==> config.mk <==
export PLATFORM = sky130hd
export DESIGN_NAME = roman_numeral_encoder_unit
export DESIGN_NICKNAME = d
export VERILOG_FILES = /design/src/sv/rne_pkg.sv /design/src/sv/rne_datapath.sv /design/src/sv/rne_sequencer.sv /design/src/sv/roman_numeral_encoder_unit.sv
export SDC_FILE = /design/constraint.sdc
export NUM_CORES = 1
export LEC_CHECK = 0
export ABC_AREA = 1
export BUFFER_PORTS_ARGS = -buffer_cell sky130_fd_sc_hd__buf_2
export CAP_MARGIN = 20
export CORE_UTILIZATION = 54
export CTS_BUF_LIST = sky130_fd_sc_hd__clkbuf_16
export CTS_CLUSTER_SIZE = 14
export DETAILED_ROUTE_END_ITERATION = 16
export PLACE_DENSITY_LB_ADDON = 0.25
export SLEW_MARGIN = 20
export SYNTH_ARGS = -nofsm -noshare
export SYNTH_HDL_FRONTEND = slang
export SYNTH_SLANG_ARGS = --single-unit
==> constraint.sdc <==
create_clock -name clk_i -period 3 [get_ports clk_i]
set_clock_uncertainty 0.05 [all_clocks]
set_input_delay 0.15 -clock clk_i [delete_from_list [all_inputs] [get_ports clk_i]]
set_output_delay 0.15 -clock clk_i [all_outputs]
set_load 0.005 [all_outputs]
==> src/sv/rne_pkg.sv <==
// ----------------------------------------------------------------------------
// Roman numeral encoder package
// Shared types, constants and the control store of the encoder sequencer.
// ----------------------------------------------------------------------------
package rne_pkg;

  localparam int unsigned ValueW  = 12;
  localparam int unsigned SymbolW = 7;
  localparam int unsigned UpcW    = 4;
  localparam int unsigned NumDenoms = 13;

  localparam logic [ValueW-1:0] MaxValue = 12'd3999;

  typedef logic [UpcW-1:0]    upc_t;
  typedef logic [ValueW-1:0]  value_t;
  typedef logic [SymbolW-1:0] symbol_t;

  // Control store addresses that are not denominations.
  localparam upc_t UpcErr = upc_t'(NumDenoms);

  localparam symbol_t SymI = 7'h49;
  localparam symbol_t SymV = 7'h56;
  localparam symbol_t SymX = 7'h58;
  localparam symbol_t SymL = 7'h4C;
  localparam symbol_t SymC = 7'h43;
  localparam symbol_t SymD = 7'h44;
  localparam symbol_t SymM = 7'h4D;
  localparam symbol_t SymNone = 7'h00;

  typedef struct packed {
    value_t  denom;
    symbol_t sym0;
    symbol_t sym1;
    logic    pair;
    logic    err;
  } ctrl_word_t;

  // Control from the sequencer to the datapath.
  typedef struct packed {
    logic   load;
    logic   step;
    value_t denom;
  } dp_ctrl_t;

  // Status from the datapath to the sequencer.
  typedef struct packed {
    upc_t fit;
    logic zero;
    logic in_range;
  } dp_status_t;

  function automatic ctrl_word_t ctrl_rom(input upc_t upc);
    ctrl_word_t cw;
    cw = '{denom: '0, sym0: SymNone, sym1: SymNone, pair: 1'b0, err: 1'b1};
    case (upc)
      4'd0:  cw = '{denom: 12'd1000, sym0: SymM, sym1: SymNone, pair: 1'b0, err: 1'b0};
      4'd1:  cw = '{denom: 12'd900,  sym0: SymC, sym1: SymM,    pair: 1'b1, err: 1'b0};
      4'd2:  cw = '{denom: 12'd500,  sym0: SymD, sym1: SymNone, pair: 1'b0, err: 1'b0};
      4'd3:  cw = '{denom: 12'd400,  sym0: SymC, sym1: SymD,    pair: 1'b1, err: 1'b0};
      4'd4:  cw = '{denom: 12'd100,  sym0: SymC, sym1: SymNone, pair: 1'b0, err: 1'b0};
      4'd5:  cw = '{denom: 12'd90,   sym0: SymX, sym1: SymC,    pair: 1'b1, err: 1'b0};
      4'd6:  cw = '{denom: 12'd50,   sym0: SymL, sym1: SymNone, pair: 1'b0, err: 1'b0};
      4'd7:  cw = '{denom: 12'd40,   sym0: SymX, sym1: SymL,    pair: 1'b1, err: 1'b0};
      4'd8:  cw = '{denom: 12'd10,   sym0: SymX, sym1: SymNone, pair: 1'b0, err: 1'b0};
      4'd9:  cw = '{denom: 12'd9,    sym0: SymI, sym1: SymX,    pair: 1'b1, err: 1'b0};
      4'd10: cw = '{denom: 12'd5,    sym0: SymV, sym1: SymNone, pair: 1'b0, err: 1'b0};
      4'd11: cw = '{denom: 12'd4,    sym0: SymI, sym1: SymV,    pair: 1'b1, err: 1'b0};
      4'd12: cw = '{denom: 12'd1,    sym0: SymI, sym1: SymNone, pair: 1'b0, err: 1'b0};
      default: cw = '{denom: '0, sym0: SymNone, sym1: SymNone, pair: 1'b0, err: 1'b1};
    endcase
    return cw;
  endfunction

  // Address of the largest denomination that fits into v.
  function automatic upc_t first_fit(input value_t v);
    upc_t       res;
    ctrl_word_t cw;
    res = upc_t'(NumDenoms - 1);
    for (int i = NumDenoms - 1; i >= 0; i--) begin
      cw = ctrl_rom(upc_t'(i));
      if (v >= cw.denom) begin
        res = upc_t'(i);
      end
    end
    return res;
  endfunction

endpackage

==> src/sv/rne_datapath.sv <==
// ----------------------------------------------------------------------------
// Roman numeral encoder datapath
// Holds the remainder, subtracts the current denomination and finds the next
// denomination that fits.
// ----------------------------------------------------------------------------
module rne_datapath (
  input  logic                clk_i,
  input  logic                rst_ni,
  input  rne_pkg::value_t     value_i,
  input  rne_pkg::dp_ctrl_t   ctrl_i,
  output rne_pkg::dp_status_t status_o
);

  rne_pkg::value_t rest_q, rest_d;
  rne_pkg::value_t rest_sub;
  rne_pkg::value_t search;

  assign rest_sub = rest_q - ctrl_i.denom;
  assign search   = ctrl_i.load ? value_i : rest_sub;

  always_comb begin
    rest_d = rest_q;
    if (ctrl_i.load) begin
      rest_d = value_i;
    end else if (ctrl_i.step) begin
      rest_d = rest_sub;
    end
  end

  always_ff @(posedge clk_i or negedge rst_ni) begin
    if (!rst_ni) begin
      rest_q <= '0;
    end else begin
      rest_q <= rest_d;
    end
  end

  assign status_o.fit      = rne_pkg::first_fit(search);
  assign status_o.zero     = (rest_sub == '0);
  assign status_o.in_range = (value_i != '0) && (value_i <= rne_pkg::MaxValue);

endmodule

==> src/sv/rne_sequencer.sv <==
// ----------------------------------------------------------------------------
// Roman numeral encoder sequencer
// Steps through the control store, one character per cycle, and jumps to the
// next fitting denomination after each one.
// ----------------------------------------------------------------------------
module rne_sequencer (
  input  logic                clk_i,
  input  logic                rst_ni,
  input  logic                start,
  output logic                busy,
  input  rne_pkg::dp_status_t status_i,
  output rne_pkg::dp_ctrl_t   ctrl_o,
  output logic                valid_o,
  output rne_pkg::symbol_t    symbol_o,
  output logic                last_o,
  output logic                error_o
);

  logic               busy_q, busy_d;
  logic               half_q, half_d;
  rne_pkg::upc_t      upc_q, upc_d;
  rne_pkg::ctrl_word_t cw;
  logic               load;
  logic               second;

  assign cw     = rne_pkg::ctrl_rom(upc_q);
  assign load   = start && !busy_q;
  assign second = cw.pair && !half_q;

  always_comb begin
    busy_d       = busy_q;
    half_d       = half_q;
    upc_d        = upc_q;
    ctrl_o.load  = load;
    ctrl_o.step  = 1'b0;
    ctrl_o.denom = cw.denom;
    symbol_o     = rne_pkg::SymNone;
    last_o       = 1'b0;
    error_o      = 1'b0;
    if (load) begin
      busy_d = 1'b1;
      half_d = 1'b0;
      upc_d  = status_i.in_range ? status_i.fit : rne_pkg::UpcErr;
    end else if (busy_q) begin
      if (cw.err) begin
        last_o  = 1'b1;
        error_o = 1'b1;
        busy_d  = 1'b0;
      end else if (second) begin
        symbol_o = cw.sym0;
        half_d   = 1'b1;
      end else begin
        symbol_o    = cw.pair ? cw.sym1 : cw.sym0;
        ctrl_o.step = 1'b1;
        last_o      = status_i.zero;
        half_d      = 1'b0;
        upc_d       = status_i.fit;
        busy_d      = !status_i.zero;
      end
    end
  end

  always_ff @(posedge clk_i or negedge rst_ni) begin
    if (!rst_ni) begin
      busy_q <= 1'b0;
      half_q <= 1'b0;
      upc_q  <= '0;
    end else begin
      busy_q <= busy_d;
      half_q <= half_d;
      upc_q  <= upc_d;
    end
  end

  assign busy    = busy_q;
  assign valid_o = busy_q;

endmodule

==> src/sv/roman_numeral_encoder_unit.sv <==
// ----------------------------------------------------------------------------
// Roman numeral encoder
// Converts a 12-bit integer into its Roman numeral, one ASCII letter a cycle.
// ----------------------------------------------------------------------------
// A value is taken when start is high and busy is low. From the next cycle the
// letters follow, most significant first, one per cycle with valid_o high, and
// last_o marks the final one; the receiver cannot stall, so every letter must
// be taken in the cycle it is shown. The block stays busy while the letters of
// a numeral are shown, so a new value is taken only after its last letter; the
// longest numeral is that of 3888. A value of 0 or above 3999 gives a single
// result with error_o and last_o set and symbol 0.
module roman_numeral_encoder_unit (
  input  logic                   clk_i,
  input  logic                   rst_ni,
  input  logic                   start,
  output logic                   busy,
  input  logic [11:0]            value_i,
  output logic                   valid_o,
  output logic [6:0]             symbol_o,
  output logic                   last_o,
  output logic                   error_o
);

  rne_pkg::dp_ctrl_t   dp_ctrl;
  rne_pkg::dp_status_t dp_status;

  rne_sequencer u_sequencer (
    .clk_i    (clk_i),
    .rst_ni   (rst_ni),
    .start    (start),
    .busy     (busy),
    .status_i (dp_status),
    .ctrl_o   (dp_ctrl),
    .valid_o  (valid_o),
    .symbol_o (symbol_o),
    .last_o   (last_o),
    .error_o  (error_o)
  );

  rne_datapath u_datapath (
    .clk_i    (clk_i),
    .rst_ni   (rst_ni),
    .value_i  (value_i),
    .ctrl_i   (dp_ctrl),
    .status_o (dp_status)
  );

endmodule
* Word level (Yosys, flattened, before mapping)
Memory sizes are Yosys's and may differ from the RTL's.
Index checks and enable logic that the tools add are counted.
** Cells by class
- Equal/unequal tests :: 2
- Add/sub/neg operators :: 1
- Divide/modulo/power cells :: 0
- Reductions and logical operators :: 12
- $mul :: 0
- Bitwise logic cells :: 0
- Mux-type cells :: 44
- Order comparisons :: 13
- Shift operators :: 0
** Operators by type and width (number)
- 4-bit two-way mux :: 13
- 12-bit two-way mux :: 3
- 7-bit two-way mux :: 5
- 12-bit by 10-bit >= comparator with 1-bit output (second input constant) :: 2
- 12-bit by 3-bit >= comparator with 1-bit output (second input constant) :: 2
- 12-bit by 4-bit >= comparator with 1-bit output (second input constant) :: 2
- 12-bit by 6-bit >= comparator with 1-bit output (second input constant) :: 2
- 12-bit by 7-bit >= comparator with 1-bit output (second input constant) :: 2
- 12-bit by 9-bit >= comparator with 1-bit output (second input constant) :: 2
- 1-bit two-way mux :: 19
- 12-bit less-or-equal comparator (second input constant) :: 1
- 12-bit zero test :: 1
- 3-bit two-way mux :: 4
- 12-bit nonzero test :: 1
- 12-bit subtractor :: 1
- 2-bit nonzero test :: 2
- 1-bit logical AND :: 3
- 1-bit zero test :: 3
- 3-bit AND reduction :: 1
- 2-bit by 1-bit != test with 1-bit output (second input constant) :: 1
- 2-bit != test (second input constant) :: 1
- 2-bit AND reduction :: 1
** Word-level totals
- Word-level logic and storage cells :: 77
- Bits in latches :: 0
- Memory bits (read-only) :: 384
- Memories kept :: 1
- Output and inout port bits :: 11
- Input port bits :: 15
- RAM bits :: 0
- Bits in registers :: 18
** Memory list
- (name not given) :: depth 16, width 24, read ports 1, clocked after Yosys merged registers in 0, wr ports 0, line rne_pkg.sv:55 : case (upc)

* Longest topological paths before layout
- Word-level depth :: 20
- Gate-level depth with buffers :: 29
- Mapped depth without buffers :: 29

* By module
From an unflattened synthesis, not the netlist that was laid out.
** Second synthesis, totals
- Cells, all modules :: 420
- Area total of the unflattened synthesis :: 2570.0 µm²
** By module, submodules not included
- rne_datapath :: cells an instance 294, seq. area each 300.3 µm², area an instance 1795.5 µm², times used 1
- rne_sequencer :: cells an instance 126, seq. area each 150.1 µm², area an instance 774.5 µm², times used 1

* Worst setup path before layout
OpenSTA, ideal clock, no wires.
- Path kind :: reg2reg
- From :: register u_sequencer.upc_q[1]
- To :: register u_sequencer.upc_q[0]
- Cell stages (with the launch flop) :: 29
- Data required time :: 2.833 ns
- Period minus slack after synthesis :: 3.167 ns
- Arrival time :: 3.001 ns
- Setup time :: 0.117 ns
- Buffers on the path :: 0
- Slack :: -0.167 ns
- Path through :: dfrtp_1 inv_1 ha_1 nor2_1 o21bai_1 nor2_1 ha_1 inv_1 fa_1 nand2_1 nand3_2 nand3_1 nand2_1 nand2_1 nand3_1 nand2_1 nand2_1 inv_1 nand3_4 nor2_4 nand2_1 nand2_1 nand2_1 nand2_1 nand2_1 nand2_1 nand2_1 nand2_1 nand2_1
** Between the ends
- Cells in the longest elaborated chain, start to end :: 20
- Elaborated cells between the ends (all ways) :: 36
- Those cells by class :: add/sub: 1; order compare: 12; eq/ne: 2; mux: 18; reduce/logical: 2; memory: 1
** RTL lines
- start, declared :: line rne_sequencer.sv:21 : rne_pkg::upc_t upc_q, upc_d;
- start signal, assigned :: line rne_sequencer.sv:71 : upc_q <= upc_d;
- memory read 16 x 24 bit (*)
- 12-bit subtractor :: line rne_datapath.sv:18 : assign rest_sub = rest_q - ctrl_i.denom;
- 12-bit two-way mux :: line rne_datapath.sv:19 : assign search = ctrl_i.load ? value_i : rest_sub;
- 12-bit by 3-bit >= comparator with 1-bit output :: line rne_pkg.sv:81 : if (v >= cw.denom) begin
- 3-bit two-way mux (4 in a row) :: line rne_pkg.sv:81
- 4-bit two-way mux (8 in a row) :: line rne_pkg.sv:81
- 4-bit two-way mux :: line rne_sequencer.sv:49 : end else if (second) begin
- 4-bit two-way mux :: line rne_sequencer.sv:45 : if (cw.err) begin
- 4-bit two-way mux :: line rne_sequencer.sv:44 : end else if (busy_q) begin
- 4-bit two-way mux :: line rne_sequencer.sv:40 : if (load) begin
Every way passes the cells marked *; elsewhere a longest branch is shown, timed or not. The select of a mux whose other input is x is not followed.
A chain may end at the register's enable or synchronous reset.

* Worst setup path after layout
- From :: register u_sequencer.upc_q[0]
- To :: output last_o
** Between the ends
- Cells in the longest elaborated chain, start to end :: 7
- Elaborated cells between the ends (all ways) :: 8
- Those cells by class :: add/sub: 1; mux: 4; reduce/logical: 2; memory: 1
** RTL lines
- memory read 16 x 24 bit (*)
- 12-bit subtractor :: line rne_datapath.sv:18
- 12-bit zero test :: line rne_datapath.sv:39 : assign status_o.zero = (rest_sub == '0);
- 1-bit two-way mux :: line rne_sequencer.sv:49
- 1-bit two-way mux (*) :: line rne_sequencer.sv:45
- 1-bit two-way mux (*) :: line rne_sequencer.sv:44
- 1-bit two-way mux (*) :: line rne_sequencer.sv:40
- end, declared :: line roman_numeral_encoder_unit.sv:20 : output logic last_o,
Every way passes the cells marked *; elsewhere a longest branch is shown, timed or not.

==> impl_metrics.py <==
metrics = {
    "outcome": {
        "status": "complete, but fails checks",
        "violations": "negative setup slack",
    },
    "timing": {
        "post-route-min-period_ps": 3370,
        "whs_ps": 259,
        "fin_ws_ps": -368,
        "finalMaxSlewViolations": 0,
        "rsz0062_at_grt": "true",
        "setup_viol": 6,
        "hold_viol_final": 0,
        "max_freq_ghz": 0.297,
        "finalCritPeriodShare_pct": 112,
    },
    "drt": {
        "wirelength_um": 8030,
        "drtIter0Drc": 328,
        "viasPerCell": 5.83,
        "wl_per_cell_um": 15.9,
        "drc": 0,
        "num_vias": 2944,
        "first_pass_iters": 5,
        "antenna_left": 0,
    },
    "floorplanning": {
        "die_y_um": 68.6,
        "initial_utilization_pct": 58.2,
        "io_pins": 26,
        "num_rows": 23,
        "die_area_mm2": 0.00471,
        "fp.dieW_um": 68.6,
        "core_mm2": 0.00412,
    },
    "place": {
        "place_ws_ps": -125,
        "routabilityCongestion": 0.976,
        "port-buffer-count": 24,
        "hpwl_um": 5530,
    },
    "synthesis": {
        "yosys.area_share.simple_pct": 43.0,
        "yosysUniqueCellTypes": 45,
        "syn-num-nets": 421,
        "synth_xor_area_share_pct": 0.731,
        "synth.ff_latch_count": 18,
        "async_flop_share_pct": 100,
        "postSynthAreaPerCell_um2": 6.16,
        "synth_area_mm2": 0.00239,
        "yosys_warnings": 0,
        "yosys.area_share.adder_pct": 9.20,
        "synth_edf_count": 0,
        "synth_mux_area_share_pct": 0,
        "synth_compound_area_share_pct": 16.1,
        "synth_top_family_by_area": "simple AND/OR/NAND/NOR gates",
        "ys_seq_area_share_pct": 18.8,
        "yosys_most_used_dff": "dfrtp_1",
        "synthCells": 389,
    },
    "worst_setup_path": {
        "critPathMaxFanout": 3,
        "crit_required_ps": 2800,
        "cp.arrival_ps": 3170,
        "r2r_start": "u_sequencer.upc_q[0]$_DFFE_PN0P_",
        "crit_chain": "inv_2 -> ha_4 -> nor2_2 -> o21bai_4 -> nor2_2 -> ha_2 -> inv_2 -> fa_2 -> xnor2_2 -> inv_1 -> nor4_2 -> nand3_1 -> a211oi_2 -> nand3_1 -> nor2_1 -> nand4_1 -> o21ai_1 -> buf_2",
        "r2r_slack_ps": -250,
        "cp-end-kind": "output port",
        "crit_path_start": "u_sequencer.upc_q[0]$_DFFE_PN0P_",
        "rr_worst_depth": 26,
        "r2r-end": "u_sequencer.upc_q[0]$_DFFE_PN0P_",
        "cp-endpoint": "last_o",
        "critical_path_class": "flip-flop to output port",
        "slowest_stage": "dfrtp_1",
        "critPathMaxStageDelay_ps": 400,
        "worst_setup_path_start_kind": "flip-flop",
    },
    "finish": {
        "fin_nets": 488,
        "antennaDiodeCount": 0,
        "filler_cell_count": 276,
        "area_growth_pct": 34.1,
        "final_common_cell": "nand2_1",
        "final_core_util_pct": 78.0,
        "drive_above_1_share_pct": 36.3,
        "layout_common_cells": "nand2_1 (94), inv_1 (53), buf_4 (44)",
    },
    "clock_tree": {
        "clock_path_buffers": 2,
        "cts_buffers": 3,
        "cts_sinks": 18,
        "h-tree-depth": 1,
        "cts-root-buf": "clkbuf_16",
        "cts_tree": "yes",
        "clock_latency_ps": 250,
        "path_clk_slew_ps": 50,
    },
    "min_path": {
        "holdCritPathClass": "input pin to flip-flop",
    },
    "global_routing": {
        "grt_overflow": 0,
        "grt_max_degree": 24,
        "grt_pass1_vias": 2400,
        "grtUsageTotal_pct": 32.1,
        "grt_pass1_wl_um": 11200,
        "antenna_found_initial": 0,
    },
    "run": {
        "max_cap_violations": 0,
    },
}
[cells in the mapped netlist, types with 2 or more instances]
cell type / n / share of area [%]
nor4_1: 4 / 1.0
o21ai_0: 21 / 4.4
a22oi_1: 3 / 0.94
nor2_4: 2 / 0.94
nand2_2: 10 / 2.6
nand2_4: 2 / 0.94
inv_2: 6 / 0.94
a21oi_1: 21 / 4.4
nand3_2: 8 / 3.3
nor2_1: 37 / 5.8
buf_2: 2 / 0.42
o211ai_1: 5 / 1.6
nor3_1: 3 / 0.63
nand3b_1: 3 / 0.94
inv_1: 57 / 8.9
nand3_1: 21 / 4.4
clkbuf_1: 4 / 0.63
clkinv_1: 3 / 0.47
nand4_1: 5 / 1.3
a21oi_2: 2 / 0.73
nor2_2: 2 / 0.52
a311oi_1: 3 / 1.1
nor2_8: 2 / 1.7
buf_4: 2 / 0.63
o22ai_1: 2 / 0.52
ha_1: 16 / 8.4
nand2_1: 108 / 17
dfrtp_1: 18 / 19
[layer usage]
layer | track usage, % | vias up | part of all wire (%)
met5 | 0 | - | 0
met4 | 5.47 | 0 | 2.4
met3 | 2.30 | 24 | 8.1
met2 | 54.4 | 154 | 49
met1 | 45.0 | 1370 | 41
li1 | - | 1396 | -
[area by class of cell]
cell class / instances / area [um^2] / share of cell area, %
flip-flops and latches: 18 / 450 / 14.0
multi-input cells: 297 / 1900 / 59.2
well taps: 50 / 62.6 / 1.95
repair buffers: 70 / 472 / 14.7
clock buffers: 3 / 75.1 / 2.34
clock inverters: 1 / 3.75 / 0.117
inverters: 66 / 248 / 7.71
[metrics by stage]
step           area [um^2]  setup TNS [ps]  instances
3_5_place_dp          2810            -213        489
4_1_cts               2960            -438        498
2_1_floorplan         2420               0        389
6_report              3210           -1130        505
5_1_grt               3210           -1860        505
3_3_place_gp          2810           -26.8        489
[registers in the layout (all words and copies together) (netlist names)]
signal,flops
u_datapath.rest_q,12
u_sequencer.busy,1
u_sequencer.half_q,1
u_sequencer.upc_q,4
[critical path, delay by kind of cell, from the launching register on]
family                     cells  cell delay, ps
AOI/OAI and AO/OA              3             490
and+or+nand+nor                7             830
buffers and inverters          4             340
DFF                            1             400
xor gates and xnor gates       1             160
adders and majority gates      3             700
[how the worst min path moves through the flow]
stage / start / end / depth (start not counted)
after global routing: value_i[1] / u_datapath.rest_q[1]$_DFFE_PN0P_ / 3
final: value_i[1] / u_datapath.rest_q[1]$_DFFE_PN0P_ / 3
after global placement: rst_ni / u_datapath.rest_q[9]$_DFFE_PN0P_ / 1
after detailed placement: rst_ni / u_datapath.rest_q[8]$_DFFE_PN0P_ / 1
after CTS: value_i[1] / u_datapath.rest_q[1]$_DFFE_PN0P_ / 3
after floorplan: rst_ni / u_datapath.rest_q[0]$_DFFE_PN0P_ / 0
[what timing repair did]
action | in CTS | in global routing
hold buffers | 1 | 0
pin swaps | 4 | 22
gates resized for setup | 9 | 51
hold endpoints to repair | 18 | 0
setup endpoints to repair | 4 | 6
setup buffers | 4 | 7
[logic make-up after synthesis]
| kind of cell | count (synthesis) |
|---|---|
| adder cells (fa/ha/maj) | 17 |
| XOR/XNOR | 2 |
| buffers and inverters | 74 |
| other | 1 |
| AND/OR/NAND/NOR | 212 |
| AO/OA/AOI/OAI | 65 |
| flip-flops | 18 |
Power is not shown: default switching activity piles up to over one toggle a cycle in this logic, so the estimate is an artifact.
